==> config.mk <==
export PLATFORM = sky130hd
export DESIGN_NAME = lru_eviction_order_tracker_top_flat
export DESIGN_NICKNAME = d
export VERILOG_FILES = /design/src/rtl/lru_pkg.sv /design/src/rtl/lru_if.sv /design/src/rtl/lru_front.sv /design/src/rtl/lru_back.sv /design/src/rtl/lru_eviction_order_tracker_top.sv /design/src/flat_wrapper.sv
export SDC_FILE = /design/constraint.sdc
export NUM_CORES = 1
export LEC_CHECK = 0
export BUFFER_PORTS_ARGS = -buffer_cell sky130_fd_sc_hd__buf_2
export CAP_MARGIN = 20
export CORE_MARGIN = 1.5
export CORE_UTILIZATION = 65
export CTS_CLUSTER_SIZE = 10
export DETAILED_ROUTE_END_ITERATION = 6
export PLACE_DENSITY = 0.9
export SYNTH_ARGS = -nofsm -noshare
export SYNTH_HDL_FRONTEND = slang
export SYNTH_SLANG_ARGS = --single-unit
==> constraint.sdc <==
create_clock -name clk -period 9.2 [get_ports clk]
set_input_delay 0.46 -clock clk [delete_from_list [all_inputs] [get_ports clk]]
set_output_delay 0.46 -clock clk [all_outputs]
set_load 0.01 [all_outputs]
==> src/rtl/lru_pkg.sv <==
// Package for the LRU eviction-order tracker: widths, operation codes, shared types.
// No dependencies.
package lru_pkg;
  localparam int ENTRIES_DEF  = 16;
  localparam int KEY_BITS_DEF = 32;
  localparam int OP_W  = 2;
  localparam int KEY_W = 32;
  localparam int OCC_W = 5;

  localparam logic [OP_W-1:0] OP_SET = 2'd0;
  localparam logic [OP_W-1:0] OP_GET = 2'd1;
  localparam logic [OP_W-1:0] OP_DEL = 2'd2;

  typedef struct packed {
    logic [OP_W-1:0]  operation;
    logic [KEY_W-1:0] key;
  } in_word_t;

  typedef struct packed {
    logic             found;
    logic             dropped_full;
    logic [OCC_W-1:0] occupancy;
    logic             victim_valid;
    logic [KEY_W-1:0] victim_key;
  } out_word_t;
endpackage

==> src/rtl/lru_if.sv <==
// Valid/ready channel interface carrying one word of type T.
// Depends on lru_pkg for the word types.
interface lru_if #(parameter type T = lru_pkg::in_word_t);
  logic valid;
  logic ready;
  T     data;
  modport source (output valid, output data, input ready);
  modport sink   (input valid, input data, output ready);
endinterface

==> src/rtl/lru_front.sv <==
// Front part: accepts words and holds them in a two-entry queue for the back part.
// Depends on lru_pkg and lru_if.
module lru_front (
  input  logic  clk,
  input  logic  rst_n,
  lru_if.sink   in_ch,
  lru_if.source q_ch
);
  lru_pkg::in_word_t buf_r [2];
  logic [1:0] cnt_r, cnt_nxt;
  logic       rd_r, rd_nxt, wr_r, wr_nxt;
  logic       push, pop;

  assign in_ch.ready = (cnt_r != 2'd2);
  assign push = in_ch.valid && in_ch.ready;
  assign q_ch.valid = (cnt_r != 2'd0);
  assign q_ch.data  = buf_r[rd_r];
  assign pop = q_ch.valid && q_ch.ready;

  always_comb begin
    cnt_nxt = cnt_r + {1'b0, push} - {1'b0, pop};
    rd_nxt  = rd_r ^ pop;
    wr_nxt  = wr_r ^ push;
  end

  always_ff @(posedge clk) begin
    if (!rst_n) begin
      cnt_r <= '0;
      rd_r  <= 1'b0;
      wr_r  <= 1'b0;
    end else begin
      cnt_r <= cnt_nxt;
      rd_r  <= rd_nxt;
      wr_r  <= wr_nxt;
    end
    if (push) buf_r[wr_r] <= in_ch.data;
  end
endmodule

==> src/rtl/lru_back.sv <==
// Back part: parallel key compare in the cycle a word is taken, list shift and result in the next.
// Depends on lru_pkg and lru_if.
module lru_back #(
  parameter int ENTRIES  = lru_pkg::ENTRIES_DEF,
  parameter int KEY_BITS = lru_pkg::KEY_BITS_DEF
) (
  input  logic  clk,
  input  logic  rst_n,
  lru_if.sink   q_ch,
  lru_if.source out_ch
);
  localparam int PW = $clog2(ENTRIES);
  localparam int CW = $clog2(ENTRIES + 1);

  logic [KEY_BITS-1:0] list_r [ENTRIES];
  logic [CW-1:0]       cnt_r, cnt_nxt;
  logic                busy_r;
  logic [lru_pkg::OP_W-1:0] op_r;
  logic [KEY_BITS-1:0] key_r;
  logic                hit_r, hit_c;
  logic [PW-1:0]       pos_r, pos_c;
  logic                ovld_r;
  lru_pkg::out_word_t  out_r, out_nxt;
  logic [KEY_BITS-1:0] key_in;
  logic                take, rm, app, drop;
  logic [KEY_BITS-1:0] list_nxt [ENTRIES];

  assign key_in = KEY_BITS'(q_ch.data.key);
  assign q_ch.ready = !busy_r && (!ovld_r || out_ch.ready);
  assign take = q_ch.valid && q_ch.ready;
  assign out_ch.valid = ovld_r;
  assign out_ch.data  = out_r;

  always_comb begin
    hit_c = 1'b0;
    pos_c = '0;
    for (int i = ENTRIES - 1; i >= 0; i--) begin
      if (CW'(i) < cnt_r && list_r[i] == key_in) begin
        hit_c = 1'b1;
        pos_c = PW'(i);
      end
    end
  end

  always_comb begin
    rm   = hit_r && (op_r == lru_pkg::OP_SET || op_r == lru_pkg::OP_GET
                     || op_r == lru_pkg::OP_DEL);
    app  = (op_r == lru_pkg::OP_SET || op_r == lru_pkg::OP_GET) && hit_r
        || (op_r == lru_pkg::OP_SET && !hit_r && cnt_r != CW'(ENTRIES));
    drop = op_r == lru_pkg::OP_SET && !hit_r && cnt_r == CW'(ENTRIES);
    cnt_nxt = cnt_r - {{(CW-1){1'b0}}, rm} + {{(CW-1){1'b0}}, app};
    for (int i = 0; i < ENTRIES; i++) begin
      list_nxt[i] = list_r[i];
      if (rm && PW'(i) >= pos_r && i < ENTRIES - 1)
        list_nxt[i] = list_r[(i < ENTRIES - 1) ? i + 1 : i];
      if (app && CW'(i) == cnt_nxt - CW'(1)) list_nxt[i] = key_r;
    end
    out_nxt.found        = hit_r;
    out_nxt.dropped_full = drop;
    out_nxt.occupancy    = lru_pkg::OCC_W'(cnt_nxt);
    out_nxt.victim_valid = (cnt_nxt != '0);
    out_nxt.victim_key   = '0;
    if (cnt_nxt != '0) out_nxt.victim_key = lru_pkg::KEY_W'(list_nxt[0]);
  end

  always_ff @(posedge clk) begin
    if (!rst_n) begin
      busy_r <= 1'b0;
      ovld_r <= 1'b0;
      cnt_r  <= '0;
    end else begin
      if (out_ch.ready) ovld_r <= 1'b0;
      if (take) busy_r <= 1'b1;
      if (busy_r) begin
        busy_r <= 1'b0;
        ovld_r <= 1'b1;
        cnt_r  <= cnt_nxt;
      end
    end
    if (take) begin
      op_r  <= q_ch.data.operation;
      key_r <= key_in;
      hit_r <= hit_c;
      pos_r <= pos_c;
    end
    if (busy_r) begin
      out_r <= out_nxt;
      for (int i = 0; i < ENTRIES; i++) list_r[i] <= list_nxt[i];
    end
  end
endmodule

==> src/rtl/lru_eviction_order_tracker_top.sv <==
// Top level of the LRU eviction-order tracker: front queue plus compare/shift back end.
// Depends on lru_pkg, lru_if, lru_front and lru_back.
// In the back end a parallel key compare against all held entries runs as a word is
// taken; in the next cycle the list shifts and the result is registered, and no new word
// is taken before that. A two-word queue decouples the input; the result register frees
// for the next word in the cycle it is taken. Keys are truncated to KEY_BITS; a set
// of a new key while ENTRIES keys are held is refused and flagged in dropped_full.
module lru_eviction_order_tracker_top #(
  parameter int ENTRIES  = lru_pkg::ENTRIES_DEF,
  parameter int KEY_BITS = lru_pkg::KEY_BITS_DEF
) (
  input  logic clk,
  input  logic rst_n,
  lru_if.sink   in_ch,
  lru_if.source out_ch
);
  lru_if #(.T(lru_pkg::in_word_t)) q_ch ();

  lru_front u_front (
    .clk   (clk),
    .rst_n (rst_n),
    .in_ch (in_ch),
    .q_ch  (q_ch.source)
  );

  lru_back #(.ENTRIES(ENTRIES), .KEY_BITS(KEY_BITS)) u_back (
    .clk    (clk),
    .rst_n  (rst_n),
    .q_ch   (q_ch.sink),
    .out_ch (out_ch)
  );
endmodule
==> src/flat_wrapper.sv <==
// flat-port wrapper written by rule: the top's interface ports become plain ports
module lru_eviction_order_tracker_top_flat 
#(
  parameter int ENTRIES  = lru_pkg::ENTRIES_DEF,
  parameter int KEY_BITS = lru_pkg::KEY_BITS_DEF
)
  (clk, rst_n, in_ch_valid, in_ch_data, in_ch_ready, out_ch_valid, out_ch_data, out_ch_ready);
  lru_if in_ch_i ();
  lru_if out_ch_i ();
  input  logic clk;
  input  logic rst_n;
  input wire logic [$bits(in_ch_i.valid)-1:0] in_ch_valid;
  input wire logic [$bits(in_ch_i.data)-1:0] in_ch_data;
  output wire logic [$bits(in_ch_i.ready)-1:0] in_ch_ready;
  output wire logic [$bits(out_ch_i.valid)-1:0] out_ch_valid;
  output wire logic [$bits(out_ch_i.data)-1:0] out_ch_data;
  input wire logic [$bits(out_ch_i.ready)-1:0] out_ch_ready;
  assign in_ch_i.valid = in_ch_valid;
  assign in_ch_i.data = in_ch_data;
  assign in_ch_ready = in_ch_i.ready;
  assign out_ch_valid = out_ch_i.valid;
  assign out_ch_data = out_ch_i.data;
  assign out_ch_i.ready = out_ch_ready;
  lru_eviction_order_tracker_top #(.ENTRIES(ENTRIES), .KEY_BITS(KEY_BITS)) u_core (.clk(clk), .rst_n(rst_n), .in_ch(in_ch_i), .out_ch(out_ch_i));
endmodule
# Word-level counts from Yosys, hierarchy flattened
# Memory sizes are Yosys's and may differ from the RTL's. A register that Yosys moved wholly into a read port is not among the register bits.
# Index checks and enable logic that the tools add are counted.
dict set report word_totals {
  ff_bits 84
  latch_bits 0
  mem_bits_rw 580
  romBits 0
  in_bits 38
  wordCells 218
  mem_count 2
}
# name depth width rd rd_clocked_by_memory_dff write_ports line_no
set memory_table {}
lappend memory_table {u_core.u_back.list_r 16 32 16 0 16 lru_back.sv:15} ;# logic [KEY_BITS-1:0] list_r [ENTRIES];
lappend memory_table {u_core.u_front.buf_r 2 34 1 1 1 lru_front.sv:9} ;# lru_pkg::in_word_t buf_r [2];
dict set report classes {
  addsub 5
  multipliers 0
  n_div 0
  n_lt_le_gt_ge 31
  n_eq_ne 35
  shift 0
  mux 55
  n_bitwise 3
  reduce_logical 71
}
# cell count
set ops {}
lappend ops {{$mux W32} 31}
lappend ops {{$eq A32 B32 Y1} 16}
lappend ops {{$logic_and A1 B1 Y1} 54}
lappend ops {{$eq A4 B5 Y1 const A} 8}
lappend ops {{$lt A4 B5 Y1 const A} 8}
lappend ops {{$mux W4} 8}
lappend ops {{$ge A4 B4 Y1 const A} 7}
lappend ops {{$eq A3 B5 Y1 const A} 4}
lappend ops {{$lt A3 B5 Y1 const A} 4}
lappend ops {{$ge A3 B4 Y1 const A} 4}
lappend ops {{$reduce_or A15 Y1} 1}
lappend ops {{$mux W3} 4}
lappend ops {{$eq A2 B5 Y1 const A} 2}
lappend ops {{$lt A1 B5 Y1 const A} 2}
lappend ops {{$lt A2 B5 Y1 const A} 2}
lappend ops {{$mux W1} 10}
lappend ops {{$ge A1 B4 Y1 const A} 2}
lappend ops {{$ge A2 B4 Y1 const A} 2}
lappend ops {{$reduce_or A8 Y1} 1}
lappend ops {{$add A5 B1 Y5} 1}
lappend ops {{$eq A1 B5 Y1 const A} 1}
lappend ops {{$logic_not A5 Y1} 1}
lappend ops {{$ne A5 B5 Y1 const B} 1}
lappend ops {{$reduce_bool A5 Y1} 1}
lappend ops {{other kinds (16)} 25}

# Logic depth before layout (Yosys ltp)
# An unclocked memory read counts as a cell.
dict set report depth {
  word_depth 18
  depth_mapped 21
  mapped_depth_nobuf 20
}

# Modules after synthesis
# From an unflattened synthesis, not the netlist that was laid out.
dict set report unflattened {
  hier_cells 2361
  hier_area_um2 33993.9
}
# module n_inst cells_each area_per_inst_um2
set modules_own_cells {}
lappend modules_own_cells {lru_back 1 2226 31265.0}
lappend modules_own_cells {lru_front 1 135 2728.9}

# Worst setup path before layout
# Ideal clock, no wire load.
dict set report synth_timing {
  path_kind {register to register}
  startpoint {register, netlist name u_core.u_back.cnt_r[2]}
  endpoint {memory u_core.u_back.list_r[1][32] (netlist name) (enable)}
  arrival_ns 5.854
  setup_slack_ns 2.875
  stages_incl_launch_ff 22
  path_buffers 2
  period_less_slack_ns 6.325
  cell_sequence {dfxtp_1 -> inv_1 -> ha_1 -> nand4bb_1 -> a21oi_1 -> nor2_1 -> inv_1 -> ha_1 -> inv_1 -> ha_1 -> inv_1 -> fa_1 -> o21bai_1 -> a21oi_1 -> xnor2_1 -> nand2_1 -> nor2_1 -> o21ai_1 -> or3_1 -> clkbuf_1 -> clkbuf_1 -> a21boi_0}
}
# element line_no
set synth_lines {}
lappend synth_lines {{to (decl)} lru_back.sv:15}

==> metrics.yaml <==
clkLatencyLatePin_ps: 640
finalClockSkew_ps: 25.5
startpoint: "u_core.u_back.cnt_r[2]"
start_util_pct: 66.1
cts_root_buf: "clkbuf_16"
combPwrFrac_pct: 33.2
numCtsBuffers: 77
final_area_um2: 37500
final_cells: 3158
peakVddDrop_mv: 0.306
critPathBufInv: 5
routed_via_density: 6.92
rsz0062_at_grt: "no"
maxSlewViolCount: 0
synth_area_um2: 34000
yosys_warnings: 0
cp-start-kind: "register"
placedInstanceArea_um2: 35300
synth_fp_nets: 2417
grt-ovfl-total: 0
core_um2: 51500
syn_area_per_cell_um2: 14.4
powerDensity_nw_per_um2: 297
crit_top_cell: "inv_1"
drc: 0
clk_pin_slew_ps: 50
status: "finished, final reports clean"
path_cells: "inv_1 -> ha_1 -> nand4bb_1 -> a21oi_1 -> nor2_1 -> inv_1 -> ha_1 -> inv_1 -> ha_1 -> inv_1 -> fa_1 -> o21bai_1 -> a21oi_1 -> xnor2_1 -> nand2_1 -> nor2_1 -> nand2_1 -> or3_1 -> buf_4 -> a21boi_4"
hold_path_class: "in2reg"
rr_startpoint: "u_core.u_back.cnt_r[2]"
preCtsSetupSlack_ps: 4050
yosysTopAreaCell: "edfxtp_1"
netSwitchingFraction_pct: 37.7
cts_setup_buffers: 0
core.rowCount: 83
switching_power_w: 0.00421
netlist_top_cells_count: "edfxtp_1 (653), mux2_2 (450), xnor2_1 (344)"
grt_pass1_vias: 21900
fmax_ghz: 0.191
ios: 74
gp_congestion: 0.963
htreeDepth: 3
synth.top_cell.area_share_pct: 57.6
dieHeight_um: 232
period_share_pct: 56.8
cp.required_ps: 9440
port_buffers: 73
dieWidth_um: 232
synth.area.top_cells: "edfxtp_1 (58%), mux2_2 (15%), xnor2_1 (8.9%)"
fin_util_pct: 72.9
finalNetCount: 2506
tightest_slew_ps: 1330
ys_ff_latch: 665
end_kind: "register"
leakage_nw: 12.2
grt.total_usage_pct: 39.1
post-dp-hpwl_um: 65700
finalCriticalPeriod_ps: 5230
critical-path-top-delay-family: "compound AO/OA/AOI/OAI gates"
cts_tree: "done"
clock-sinks: 665
firstDrtPassIters: 5
synth_ff_type: "edfxtp_1"
wire_per_inst_um: 33.0
layout-drive-gt1-share_pct: 31.1
grt_first_pass_wirelength_um: 148000
p_int_w: 0.00694
cp_max_fo: 33
finalHoldViolCount: 0
yosysMostFrequentCell: "edfxtp_1"
die_area_um2: 53700
critPathMaxStageDelay_ps: 870
via_count: 21900
hold_start: "in_ch_data[16]"
cts.path.max_buffers: 3
grt_antenna_before_repair: 4
drt_iter0_markers: 3060
yosysSeqAreaShare_pct: 58.3
p_clk_share_pct: 24.4
synth-edff-count: 653
cap_violations: 0
grt_max_degree: 68
routed_wirelength_um: 104000
finalSetupViolCount: 0
synthArstFlopShare_pct: 0
path_class: "reg2reg"
antenna_left: 0
layout_setup_ws_ps: 3970
slew_headroom_pct: 11.0
n_fill_cell: 3221
ctsResizeCount: 0
syn_to_final_growth_pct: 10.3
power_frac_seq_pct: 42.4
tns_ps: 0
arrival_ps: 5470
slowest_stage: "a21boi_4"
dp_cells: 3047
synth.distinct_cells: 52
netlist_instances: 2362
-- worst reg2reg max path, stage by stage (launching register included) --
cell and delay [ps]:
dfxtp_1 430, inv_1 180, ha_1 240, nand4bb_1 90, a21oi_1 70, nor2_1 160, inv_1 70, ha_1 270
inv_1 60, ha_1 150, inv_1 60, fa_1 460, o21bai_1 170, a21oi_1 100, xnor2_1 270, nand2_1 150
nor2_1 210, nand2_1 190, or3_1 370, buf_4 270, a21boi_4 870
-- power groups by stage --
stage / sequential [W] / clock (W) / combinational, W
6_report: 0.00473 / 0.00272 / 0.00371
5_1_grt: 0.00471 / 0.00283 / 0.00386
4_1_cts: 0.00470 / 0.00272 / 0.00356
3_5_place_dp: 0.00475 / 0 / 0.00352
3_3_place_gp: 0.00473 / 0 / 0.00343
2_1_floorplan: 0.00430 / 0 / 0.00248
-- metal layers --
layer	up-vias	share of wire, %	GRT usage [%]
li1	8824	-	-
met1	10700	35	48.3
met2	1808	46	60.8
met3	505	12	9.57
met4	0	7.9	26.9
met5	-	0	0
-- path summary, 6_finish.rpt --
path / to / slack (ps) / cells after the start
hold reg to reg: u_core.u_front.rd_r / 510 / 2
hold / removal: u_core.u_front.buf_r[0][16] / 20 / 1
setup reg to reg: u_core.u_back.list_r[1][179] / 3970 / 20
setup / recovery: u_core.u_back.list_r[1][179] / 3970 / 20
-- cell type report --
type                            instances  area, um2  share of cell area [%]
Inverter                               52        195                   0.520
Clock inverter                          7       63.8                   0.170
Multi-Input combinational cell       1508      13500                    36.0
Timing Repair Buffer                  147       1010                    2.68
Clock buffer                           95       2050                    5.45
Antenna cell                            4       10.0                  0.0267
Tap cell                              680        851                    2.27
Sequential cell                       665      19900                    52.9
-- logic make-up (layout without fill, tap and decap cells) --
family,Yosys count,in the layout,synth area share [%]
muxes,515,515,17.9
DFF,665,665,58.3
other,0,4,0
and+or+nand+nor,366,366,5.80
AOI/OAI and AO/OA,91,91,1.61
xor gates and xnor gates,519,519,13.4
buffers and inverters,189,301,2.33
adders and majority gates,17,17,0.647
-- registers in the layout (all words and copies together) (netlist names), named ones only --
name and count:
u_core.u_back.out_ch.data 34, u_core.u_back.hit_r 1, u_core.u_front.wr_r 1, u_core.u_back.cnt_r 5
u_core.u_front.cnt_r 2, u_core.u_front.buf_r 68, u_core.u_front.rd_r 1, u_core.u_back.out_ch.valid 1
u_core.u_back.key_r 32, u_core.u_back.list_r 512, u_core.u_back.op_r 2, u_core.u_back.pos_r 4
u_core.u_back.busy_r 1
-- through the flow --
stage	hold slack (ps)	total power (W)
4_1_cts	1.25	0.0110
2_1_floorplan	472	0.00678
3_5_place_dp	493	0.00827
5_1_grt	1.39	0.0114
3_3_place_gp	484	0.00816
6_report	21.0	0.0111
-- timing repair --
action,in CTS,in global routing
hold buffers,2,0
setup endpoints to repair,0,0
endpoints found under the hold margin,2,0
-- placed cells by master, fill, tap and decap left out, drive strengths merged, types with 3 or more instances in the layout --
cell	synthesis	layout
a211oi	8	8
a21boi	5	5
a21oi	48	48
buf	33	145
clkbuf	104	95
clkinv	0	6
dfxtp	12	12
diode	0	4
edfxtp	653	653
ha	16	16
inv	52	53
mux2	450	450
mux2i	65	65
nand2	83	83
nand2b	6	6
nand3	21	21
nand4	53	53
nor2	38	38
nor2b	8	8
nor3	17	17
nor4	90	90
o211ai	3	3
o21a	6	6
o21ai	9	9
or2	34	34
or3	6	6
or4	4	4
xnor2	344	344
xor2	175	175
Note: power is estimated with default switching activity, not from simulation.
